### config.mk
export PLATFORM = sky130hd
export DESIGN_NAME = ring_of_records_with_offset_lookup_core
export DESIGN_NICKNAME = d
export VERILOG_FILES = /design/src/rtl/core/rorl_pkg.sv /design/src/rtl/core/ring_of_records_with_offset_lookup_core.sv /design/src/rtl/core/rorl_cell.sv
export VERILOG_INCLUDE_DIRS = /design/src /design/src/rtl/core
export SDC_FILE = /design/constraint.sdc
export NUM_CORES = 2
export LEC_CHECK = 0
export ABC_AREA = 0
export BUFFER_PORTS_ARGS = -buffer_cell sky130_fd_sc_hd__buf_4
export CORE_MARGIN = 4
export CORE_UTILIZATION = 40
export DETAILED_ROUTE_END_ITERATION = 6
export PLACE_DENSITY = 0.59
export RECOVER_POWER = 100
export SYNTH_ARGS = -nofsm -noshare
export SYNTH_HDL_FRONTEND = slang
export SYNTH_SLANG_ARGS = --single-unit
### constraint.sdc
create_clock -name clock -period 8.9 [get_ports clock]
set_input_delay 1.78 -clock clock [delete_from_list [all_inputs] [get_ports clock]]
set_output_delay 1.78 -clock clock [all_outputs]
set_load 0.02 [all_outputs]
### src/rtl/core/assert_macros.svh
// ----------------------------------------------------------------------------
// Assertion macros
// Concurrent assertion wrappers that compile to nothing when SYNTH is set.
// ----------------------------------------------------------------------------
`ifndef ASSERT_MACROS_SVH
`define ASSERT_MACROS_SVH

`ifndef SYNTH
// The property must hold at every rising edge outside reset.
`define RORL_ASSERT(name, clk, rst, prop) \
   name: assert property (@(posedge clk) disable iff (rst) (prop)) \
      else $error("ring lookup core: assertion failed");
// The condition must never be true at a rising edge outside reset.
`define RORL_ASSERT_NEVER(name, clk, rst, cond) \
   name: assert property (@(posedge clk) disable iff (rst) !(cond)) \
      else $error("ring lookup core: forbidden condition seen");
`else
`define RORL_ASSERT(name, clk, rst, prop)
`define RORL_ASSERT_NEVER(name, clk, rst, cond)
`endif

`endif

### src/rtl/core/rorl_pkg.sv
// ----------------------------------------------------------------------------
// rorl_pkg
// Shared widths, command codes, token and hit types, and FSM states.
// ----------------------------------------------------------------------------
`timescale 1ns / 1ps
`default_nettype none

package rorl_pkg;

   localparam int SLOTS_DEFAULT = 16;

   localparam int LEN_W    = 16;
   localparam int HANDLE_W = 32;
   localparam int OFFSET_W = 20;

   localparam logic CMD_ADD  = 1'b0;
   localparam logic CMD_FIND = 1'b1;

   // A lookup in flight. The base never needs more than OFFSET_W bits: the
   // walk only goes on while the running sum stays at or below the target.
   typedef struct packed {
      logic                active;
      logic [OFFSET_W-1:0] target;
      logic [OFFSET_W-1:0] base;
   } token_type;

   typedef struct packed {
      logic                hit;
      logic [HANDLE_W-1:0] handle;
      logic [LEN_W-1:0]    offset;
   } hit_type;

   typedef enum logic {
      ST_IDLE,
      ST_WALK
   } state_type;

endpackage

`default_nettype wire

### src/rtl/core/ring_of_records_with_offset_lookup_core.sv
// ----------------------------------------------------------------------------
// ring_of_records_with_offset_lookup_core
// Ring of length/handle records with lookup of a byte offset into them.
// ----------------------------------------------------------------------------
// An add item writes the slot at the write index and gives no result; once
// the ring is full it replaces the oldest record. A find item enters a token
// at the cell of the oldest record; the token moves one cell per cycle around
// the ring, adding each record's length, until it reaches the record that
// holds the offset or has passed every record. A find on an empty ring loads
// its miss into the output register in the cycle it is accepted. The result
// sits in an output register, and a new item is taken while it waits as long
// as that register will be free; no item is taken during a walk.
`timescale 1ns / 1ps
`default_nettype none
`include "assert_macros.svh"

module ring_of_records_with_offset_lookup_core #(
   parameter int SLOTS = rorl_pkg::SLOTS_DEFAULT
) (
   input  wire                               clock,
   input  wire                               reset,
   input  wire                               req_valid,
   output logic                              req_stall,
   input  wire                               req_command,
   input  wire  [rorl_pkg::LEN_W-1:0]        req_record_length,
   input  wire  [rorl_pkg::HANDLE_W-1:0]     req_record_handle,
   input  wire  [rorl_pkg::OFFSET_W-1:0]     req_byte_offset,
   output logic                              rsp_valid,
   input  wire                               rsp_stall,
   output logic                              rsp_found,
   output logic [rorl_pkg::HANDLE_W-1:0]     rsp_hit_handle,
   output logic [rorl_pkg::LEN_W-1:0]        rsp_offset_in_record
);

   localparam int IDX_W = (SLOTS > 1) ? $clog2(SLOTS) : 1;
   localparam int CNT_W = $clog2(SLOTS + 1);

   rorl_pkg::state_type           state_ff, state_in;
   logic [IDX_W-1:0]              write_index_ff, read_index_ff, wr_next;
   logic                          ring_full_ff;
   logic [CNT_W-1:0]              remaining_ff, remaining_in, count;

   logic                          rsp_valid_ff, rsp_valid_in;
   logic                          rsp_found_ff;
   logic [rorl_pkg::HANDLE_W-1:0] rsp_hit_handle_ff;
   logic [rorl_pkg::LEN_W-1:0]    rsp_offset_ff;

   logic                          req_accept, add_accept;
   logic                          inject, flush, load_rsp;
   rorl_pkg::hit_type             rsp_load_val;
   rorl_pkg::token_type           inj_tok;

   rorl_pkg::token_type           tok_chain [SLOTS];
   rorl_pkg::hit_type             hit_vec   [SLOTS];
   logic [SLOTS-1:0]              tok_active;
   rorl_pkg::hit_type             any_hit;

   assign req_stall  = (state_ff == rorl_pkg::ST_WALK) || (rsp_valid_ff && rsp_stall);
   assign req_accept = req_valid && !req_stall;
   assign add_accept = req_accept && (req_command == rorl_pkg::CMD_ADD);

   assign inj_tok.active = 1'b1;
   assign inj_tok.target = req_byte_offset;
   assign inj_tok.base   = '0;

   // The cells form a ring; cell 0 takes its token from the last cell.
   for (genvar i = 0; i < SLOTS; i++) begin : g_cell
      localparam int PREV = (i == 0) ? SLOTS - 1 : i - 1;
      rorl_pkg::token_type tok_in;
      logic                wr_sel;

      assign tok_in = (inject && (read_index_ff == IDX_W'(i))) ? inj_tok : tok_chain[PREV];
      assign wr_sel = add_accept && (write_index_ff == IDX_W'(i));

      rorl_cell u_cell (
         .clock      (clock),
         .reset      (reset),
         .flush      (flush),
         .wr_en      (wr_sel),
         .wr_length  (req_record_length),
         .wr_handle  (req_record_handle),
         .tok_in     (tok_in),
         .tok_out    (tok_chain[i]),
         .tok_active (tok_active[i]),
         .hit_out    (hit_vec[i])
      );
   end

   // At most one cell holds the token, so an OR merges the hit reports.
   always_comb begin
      any_hit = '0;
      for (int i = 0; i < SLOTS; i++) begin
         any_hit = any_hit | hit_vec[i];
      end
   end

   assign wr_next = (write_index_ff == IDX_W'(SLOTS - 1)) ? '0 : write_index_ff + 1'b1;
   assign count   = ring_full_ff ? CNT_W'(SLOTS) : {{(CNT_W - IDX_W){1'b0}}, write_index_ff};

   always_ff @(posedge clock) begin
      if (reset) begin
         write_index_ff <= '0;
         read_index_ff  <= '0;
         ring_full_ff   <= 1'b0;
      end else if (add_accept) begin
         write_index_ff <= wr_next;
         if (ring_full_ff) begin
            read_index_ff <= wr_next;
         end else if (wr_next == read_index_ff) begin
            ring_full_ff <= 1'b1;
         end
      end
   end

   always_comb begin
      state_in     = state_ff;
      remaining_in = remaining_ff;
      inject       = 1'b0;
      flush        = 1'b0;
      load_rsp     = 1'b0;
      rsp_load_val = '0;
      unique case (state_ff)
         rorl_pkg::ST_IDLE: begin
            if (req_accept && (req_command == rorl_pkg::CMD_FIND)) begin
               if (count == '0) begin
                  load_rsp = 1'b1;
               end else begin
                  inject       = 1'b1;
                  remaining_in = count;
                  state_in     = rorl_pkg::ST_WALK;
               end
            end
         end
         rorl_pkg::ST_WALK: begin
            if (any_hit.hit) begin
               load_rsp     = 1'b1;
               rsp_load_val = any_hit;
               flush        = 1'b1;
               state_in     = rorl_pkg::ST_IDLE;
            end else if (remaining_ff == CNT_W'(1)) begin
               load_rsp = 1'b1;
               flush    = 1'b1;
               state_in = rorl_pkg::ST_IDLE;
            end else begin
               remaining_in = remaining_ff - 1'b1;
            end
         end
      endcase
   end

   always_ff @(posedge clock) begin
      if (reset) begin
         state_ff <= rorl_pkg::ST_IDLE;
      end else begin
         state_ff <= state_in;
      end
   end

   always_ff @(posedge clock) begin
      remaining_ff <= remaining_in;
   end

   assign rsp_valid_in = load_rsp || (rsp_valid_ff && rsp_stall);

   always_ff @(posedge clock) begin
      if (reset) begin
         rsp_valid_ff <= 1'b0;
      end else begin
         rsp_valid_ff <= rsp_valid_in;
      end
   end

   always_ff @(posedge clock) begin
      if (load_rsp) begin
         rsp_found_ff      <= rsp_load_val.hit;
         rsp_hit_handle_ff <= rsp_load_val.handle;
         rsp_offset_ff     <= rsp_load_val.offset;
      end
   end

   assign rsp_valid            = rsp_valid_ff;
   assign rsp_found            = rsp_found_ff;
   assign rsp_hit_handle       = rsp_hit_handle_ff;
   assign rsp_offset_in_record = rsp_offset_ff;

   `RORL_ASSERT(a_single_token, clock, reset, $onehot0(tok_active))
   `RORL_ASSERT(a_walk_has_token, clock, reset, (state_ff == rorl_pkg::ST_WALK) |-> $onehot(tok_active))
   `RORL_ASSERT(a_walk_count_live, clock, reset, (state_ff == rorl_pkg::ST_WALK) |-> (remaining_ff != '0))
   `RORL_ASSERT(a_full_indexes_meet, clock, reset, ring_full_ff |-> (read_index_ff == write_index_ff))
   `RORL_ASSERT_NEVER(a_miss_is_clean, clock, reset, rsp_valid_ff && !rsp_found_ff && (rsp_hit_handle_ff != '0 || rsp_offset_ff != '0))

endmodule

`default_nettype wire

### src/rtl/core/rorl_cell.sv
// ----------------------------------------------------------------------------
// rorl_cell
// One ring slot: holds a record and checks the lookup token passing through.
// ----------------------------------------------------------------------------
`timescale 1ns / 1ps
`default_nettype none

module rorl_cell (
   input  wire                             clock,
   input  wire                             reset,
   input  wire                             flush,
   input  wire                             wr_en,
   input  wire  [rorl_pkg::LEN_W-1:0]      wr_length,
   input  wire  [rorl_pkg::HANDLE_W-1:0]   wr_handle,
   input  wire  rorl_pkg::token_type       tok_in,
   output rorl_pkg::token_type             tok_out,
   output logic                            tok_active,
   output rorl_pkg::hit_type               hit_out
);

   logic [rorl_pkg::LEN_W-1:0]    length_ff;
   logic [rorl_pkg::HANDLE_W-1:0] handle_ff;
   rorl_pkg::token_type           token_ff;
   rorl_pkg::token_type           token_in;
   logic [rorl_pkg::OFFSET_W:0]   sum;
   logic [rorl_pkg::OFFSET_W-1:0] diff;
   logic                          hit;

   always_ff @(posedge clock) begin
      if (wr_en) begin
         length_ff <= wr_length;
         handle_ff <= wr_handle;
      end
   end

   always_comb begin
      token_in = tok_in;
      if (flush) begin
         token_in.active = 1'b0;
      end
   end

   always_ff @(posedge clock) begin
      if (reset) begin
         token_ff.active <= 1'b0;
      end else begin
         token_ff.active <= token_in.active;
      end
      token_ff.target <= token_in.target;
      token_ff.base   <= token_in.base;
   end

   always_comb begin
      sum  = {1'b0, token_ff.base}
           + {{(rorl_pkg::OFFSET_W + 1 - rorl_pkg::LEN_W){1'b0}}, length_ff};
      hit  = token_ff.active && ({1'b0, token_ff.target} < sum);
      diff = token_ff.target - token_ff.base;

      tok_out.active = token_ff.active && !hit;
      tok_out.target = token_ff.target;
      tok_out.base   = sum[rorl_pkg::OFFSET_W-1:0];

      hit_out.hit    = hit;
      hit_out.handle = hit ? handle_ff : '0;
      hit_out.offset = hit ? diff[rorl_pkg::LEN_W-1:0] : '0;
   end

   assign tok_active = token_ff.active;

endmodule

`default_nettype wire

# Word-level counts from Yosys, hierarchy flattened
# Index checks and enable logic that the tools add are counted.
[totals] wordCells=356 in_bits=73 reg_bits=1489
[classes] reduce_logical=94 n_eq_ne=36 muxes=70 add_sub_neg=34 order_cmp=16 bitwise=17
[op_table] cell="$or 49x49->49" count=15
[op_table] cell="$mux 41" count=16
[op_table] cell="$mux 32" count=16
[op_table] cell="$add 20x16->21" count=16
[op_table] cell="$lt 20x21->1" count=16
[op_table] cell="$mux 16" count=16
[op_table] cell="$sub 16x16->16" count=16
[op_table] cell="$logic_and 1x1->1" count=68
[op_table] cell="$eq 4x4->1 const B" count=16
[op_table] cell="$mux 49" count=1
[op_table] cell="$eq 4x3->1 const B" count=8
[op_table] cell="$mux 5" count=5
[op_table] cell="$logic_not 1->1" count=17
[op_table] cell="$eq 4x2->1 const B" count=4
[op_table] cell="$mux 1" count=12
[op_table] cell="$pmux 5 s2" count=1
[op_table] cell="$eq 4x1->1 const B" count=2
[op_table] cell="$logic_not 4->1" count=2
[op_table] cell="$ne 2x2->1 const B" count=4
[op_table] cell="$eq 5x1->1 const B" count=1
[op_table] cell="$logic_not 5->1" count=1
[op_table] cell="$sub 5x1->5 const B" count=1
[op_table] cell="$add 4x1->4 const B" count=1
[op_table] cell="$eq 4x4->1" count=1
[op_table] cell="7 further kinds" count=11

# Logic depth before layout (Yosys ltp)
[logic_depth] depth_word=22 ltp_mapped=26

# Cells and area by module
# From an unflattened synthesis, not the netlist that was laid out.
[unflattened] hier_cells=8387 area_unflattened_um2=88586.2
[modules_own_cells] mod="rorl_cell (g_cell[15].u_cell ...)" instances=8 area_each_um2=4854.7 cells_per_inst=449
[modules_own_cells] mod="rorl_cell (g_cell[0].u_cell ...)" instances=5 area_each_um2=4973.5 cells_per_inst=457
[modules_own_cells] mod="ring_of_records_with_offset_lookup_core" instances=1 area_each_um2=10497.6 cells_per_inst=1199
[modules_own_cells] mod="rorl_cell (g_cell[4].u_cell)" instances=1 area_each_um2=4844.6 cells_per_inst=449
[modules_own_cells] mod="rorl_cell (g_cell[14].u_cell)" instances=1 area_each_um2=4775.8 cells_per_inst=431
[modules_own_cells] mod="rorl_cell (g_cell[9].u_cell)" instances=1 area_each_um2=4763.3 cells_per_inst=431

# Worst setup path after synthesis
# No wires, ideal clock.
[synth_path] kind="reg-to-reg" start="register g_cell[0].u_cell.length_ff[0] in the netlist's numbering" end="register rsp_found_ff (netlist: rsp_found) (enable)" required_ns=8.309 path_buffers=1 setup_slack_ns=2.480 period_less_slack_ns=6.420 arrival_time_ns=5.829 stages_incl_launch_ff=23 cell_sequence="edfxtp_1 > ha_1 > fa_1 > a211oi_1 > o21bai_1 > a21oi_2 > o2111ai_1 > and3_1 > a311o_1 > a21oi_1 > nor2_1 > xnor2_1 > ha_1 > nand2_1 > or4_1 > a221oi_1 > a211o_1 > nand2_1 > a22o_1 > or2_1 > o41ai_4 > buf_2 > nand2_1"
[synth_via] elab_chain_len=20
[synth_rtl] item="from (decl)" line="rorl_cell.sv:21" source="logic [rorl_pkg::LEN_W-1:0] length_ff;"
[synth_rtl] item="from (signal assigned)" line="rorl_cell.sv:31" source="length_ff <= wr_length;"
[synth_rtl] item="$add 20x16->21" line="rorl_cell.sv:55" source="+ {{(rorl_pkg::OFFSET_W + 1 - rorl_pkg::LEN_W){1'b0}}, length_ff};"
[synth_rtl] item="$lt 20x21->1" line="rorl_cell.sv:56" source="hit = token_ff.active && ({1'b0, token_ff.target} < sum);"
[synth_rtl] item="$logic_and 1x1->1" line="rorl_cell.sv:56"
[synth_rtl] item="$or 49x49->49 (15 in a row)" line="ring_of_records_with_offset_lookup_core.sv:93" source="any_hit = any_hit | hit_vec[i];"
[synth_rtl] item="$mux 1" line="ring_of_records_with_offset_lookup_core.sv:135" source="if (any_hit.hit) begin"
[synth_rtl] item="$pmux 1 s2" line="ring_of_records_with_offset_lookup_core.sv:122" source="unique case (state_ff)"
[synth_rtl] item="net load_rsp" line="ring_of_records_with_offset_lookup_core.sv:49" source="logic inject, flush, load_rsp;"
[synth_rtl] item="to (signal assigned)" line="ring_of_records_with_offset_lookup_core.sv:175" source="rsp_found_ff <= rsp_load_val.hit;"
[synth_rtl] item="to (decl)" line="ring_of_records_with_offset_lookup_core.sv:44" source="logic rsp_found_ff;"
# The timed path passes the listed nets, and every way through them passes these cells.
# A chain may end at the register's enable or synchronous reset.

# Worst setup path in the final report
[layout_path] start="register g_cell[5].u_cell.length_ff[1] in the netlist's numbering" end="register rsp_hit_handle_ff (netlist bit rsp_hit_handle[5]) (enable)"
[layout_via] elab_chain_len=16
[layout_rtl] item="from (decl)" line="rorl_cell.sv:21"
[layout_rtl] item="from (signal assigned)" line="rorl_cell.sv:31"
[layout_rtl] item="$add 20x16->21" line="rorl_cell.sv:55"
[layout_rtl] item="$lt 20x21->1" line="rorl_cell.sv:56"
[layout_rtl] item="$logic_and 1x1->1" line="rorl_cell.sv:56"
[layout_rtl] item="$or 49x49->49 (11 in a row)" line="ring_of_records_with_offset_lookup_core.sv:93"
[layout_rtl] item="$mux 1" line="ring_of_records_with_offset_lookup_core.sv:135"
[layout_rtl] item="$pmux 1 s2" line="ring_of_records_with_offset_lookup_core.sv:122"
[layout_rtl] item="net load_rsp" line="ring_of_records_with_offset_lookup_core.sv:49"
[layout_rtl] item="to (signal assigned)" line="ring_of_records_with_offset_lookup_core.sv:176" source="rsp_hit_handle_ff <= rsp_load_val.handle;"
[layout_rtl] item="to (decl)" line="ring_of_records_with_offset_lookup_core.sv:45" source="logic [rorl_pkg::HANDLE_W-1:0] rsp_hit_handle_ff;"
# The timed path passes the listed nets, and every way through them passes these cells.

==> metrics.csv <==
metric,value,unit
die_x,448,µm
post_cts_hold_buffer_count,0,
switching_power,12.5,mW
area.growth.synth_to_final,11.8,%
power_switching_share,0.415,
area_used_by_multi_input_combinational_logic,37400,µm²
report.final.slew_viol_count,1673,
cts.htree.levels,4,
drtAntennaViolNets,0,
number_of_enable_type_register_cells_in_the_synthesized_netlist,822,
syn-cell-area,77600,µm²
tightestPinTransition,4.27,ns
place.detailed.hpwl,196,mm
period_minus_slack,7.35,ns
clock_power_share,0.239,
insertion_delay,0.84,ns
cts-root-buf,clkbuf_16,
avgSynthCellArea,10.6,µm²
totalPowerFinal,30.0,mW
vias,58200,
max_cap_viol_count,55,
unrepaired_setup_endpoints_after_global_routing,false,
grt.total_usage,0.264,
yosys.cell_count.top_type,edfxtp_1,
post-route-util,0.450,
report.final.hold_viol_count,0,
yosys_warnings,0,
yosysSeqAreaShare,0.490,
post-route-period-util,0.826,
grt_max_degree,52,
dpl-instance-area,81600,µm²
max_slew_margin,-1.85,
place.port_buffers,123,
fmax,136,MHz
num_rows,161,
cts_setup_buffers,0,
cp_max_fo,49,
power_report.internal_total,17.6,mW
viasPerCell,5.76,
first_global_vias,56000,
synth_cell_types,86,
power.share.sequential,0.309,
initial_utilization,0.403,
detailedRoute.firstPassIterationCount,7,
gr-total-overflow,0,
postSynthRegisterBits,1489,
total_of_endpoints_with_negative_setup_slack_in_the_final_report,0,
antenna_found_initial,34,
full_die_area,201000,µm²
fp.dieH,448,µm
worstSetupStartpointType,flip-flop,
synth.area.top_cells,"edfxtp_1 (32%), dfxtp_1 (17%), ha_1 (13%), nand2_1 (3.8%), xnor2_1 (3.1%)",
netlist.top_cell.by_area,edfxtp_1,
drt-total-wl,271,mm
count_of_unresolved_drc_violations_after_routing,7,
status,finished with violations,
worst_setup_path_end_kind,flip-flop,
power_density,346,nW/µm²
cts.sinks,1489,
cts_resized,0,
synth_commonest_cells,"edfxtp_1 (822), ha_1 (806), nand2_1 (785)",
num-fill-cells,18000,
tritoncts_clock_tree,built,
timing.clock.skew,0.0524,ns
register_area,38000,µm²
finalNetCount,8346,
first_pass_grt_wire_length,387,mm
globalplace.congestion,1.04,
setup_tns_final,0,ns
worst_setup_hold_path_clk_slew,0.06,ns
criticalPathCategory,flip-flop to flip-flop,
synth_nets,8205,
ios,124,
hp-class,flip-flop to flip-flop,
max-vdd-ir-drop,0.172,mV
violations,"design-rule violations, max-capacitance violations, max-slew violations",
drt-initial-drc-count,6273,
synth_top_flop_cell,edfxtp_1,
cellLeakagePower,35.7,nW
fp.coreArea,193000,µm²
synth.top_cell.area_share,0.318,
ys_async_sr_fraction,0,
combinationalPowerShare,0.452,
total_non_filler_cell_area_in_the_finished_layout,86800,µm²
cts-buffers-inserted,165,
detail_route.wl_per_cell,26.8,µm
drive_gt1_frac,0.0699,
syn-instance-count,7294,
max-clock-path-buffers,3,
critPathArrivalTime,7.67,ns
cp_data_required_time,9.22,ns
## cell usage in the layout, fill, tap and decap left out, types with 138 or more instances in the layout
cell	count
edfxtp_1	822
ha_1	806
nand2_1	785
dfxtp_1	667
nor2_1	606
a21oi_1	439
inv_1	408
xnor2_1	277
o21ai_0	249
xor2_1	207
clkbuf_16	175
clkbuf_1	151
a21o_1	144
a222oi_1	140
mux2_2	138
## path summary, 6_finish.rpt
| check | from | endpoint | slack [ns] | depth (start not counted) |
|---|---|---|---|---|
| max | g_cell[5].u_cell.length_ff[1] | rsp_hit_handle[5] | 1.55 | 20 |
| min reg2reg | g_cell[3].u_cell.tok_out[36] | g_cell[4].u_cell.tok_out[36] | 0.46 | 2 |
| max reg2reg | g_cell[5].u_cell.length_ff[1] | rsp_hit_handle[5] | 1.55 | 20 |
| min | g_cell[3].u_cell.tok_out[36] | g_cell[4].u_cell.tok_out[36] | 0.46 | 2 |
## power groups by stage
stage	clock, mW	combinational, mW	sequential (mW)
floorplan	0	9.16	8.94
global placement	0	13.1	9.39
detailed placement	0	13.3	9.38
CTS	7.30	13.4	9.25
global route	7.59	14.9	9.34
finish	7.19	13.6	9.27
## state kept, by name (all words and copies together), names as in the netlist
| register | count |
|---|---|
| ring_full_ff | 1 |
| rsp_found | 1 |
| rsp_offset_in_record | 16 |
| g_cell.u_cell.length_ff | 256 |
| rsp_valid | 1 |
| g_cell.u_cell.tok_active | 16 |
| remaining_ff | 5 |
| state_ff | 1 |
| read_index_ff | 4 |
| g_cell.u_cell.tok_out | 320 |
| g_cell.u_cell.token_ff | 320 |
| rsp_hit_handle | 32 |
| write_index_ff | 4 |
| g_cell.u_cell.handle_ff | 512 |
## routing by layer
| metal | GRT usage | routed length (µm) |
|---|---|---|
| met3 | 0.0400 | 18900 |
| met4 | 0.132 | 14900 |
| met1 | 0.347 | 114000 |
| met5 | 0 | 95 |
| met2 | 0.427 | 123000 |
## worst max-delay path, cell delays in order (launching register included)
cell      delay, ns
edfxtp_1       0.42
ha_1           0.29
a21o_1         0.16
a21oi_1        0.23
nor2b_1        0.08
o21ai_0        0.38
a211oi_1       0.18
o32ai_1        0.62
o21ai_0        0.27
a21oi_1        0.24
nor2b_1        0.08
xnor2_1        0.16
ha_1           0.32
nand2_1        0.07
or4b_1         0.53
a21oi_1        0.17
o22ai_1        0.30
o21a_2         0.31
or3_1          0.34
o41ai_1        0.83
nand2_4        0.79
## kinds of logic (layout without fill, tap and decap cells)
logic type / count (synthesis) / in the layout / synth area share
muxes: 157 / 157 / 0.0227
adders and majority gates: 838 / 838 / 0.138
buffers and inverters: 610 / 893 / 0.0296
other: 0 / 12 / 0
AOI/OAI and AO/OA: 1650 / 1650 / 0.146
DFF: 1489 / 1489 / 0.490
xor gates and xnor gates: 484 / 484 / 0.0546
and+or+nand+nor: 2066 / 2066 / 0.119
## through the flow
| step | setup WS (ns) | cells | hold slack [ns] |
|---|---|---|---|
| finish | 1.55 | 10100 | 0.462 |
| global route | 1.15 | 10100 | 0.482 |
| floorplan | 2.48 | 7294 | 0.426 |
| global placement | 2.03 | 9793 | 0.455 |
| CTS | 2.19 | 10100 | 0.466 |
| detailed placement | 2.21 | 9794 | 0.461 |
## layout make-up
cell class                 instances  share of cell area
tap                             2526              0.0364
inverter                         408              0.0176
timing repair buffer             176             0.00981
antenna                           12            0.000346
clock inverter                    89              0.0117
clock buffer                     220              0.0547
multi-input combinational       5195               0.431
sequential                      1489               0.438
Power figures use the tool's default switching activity.
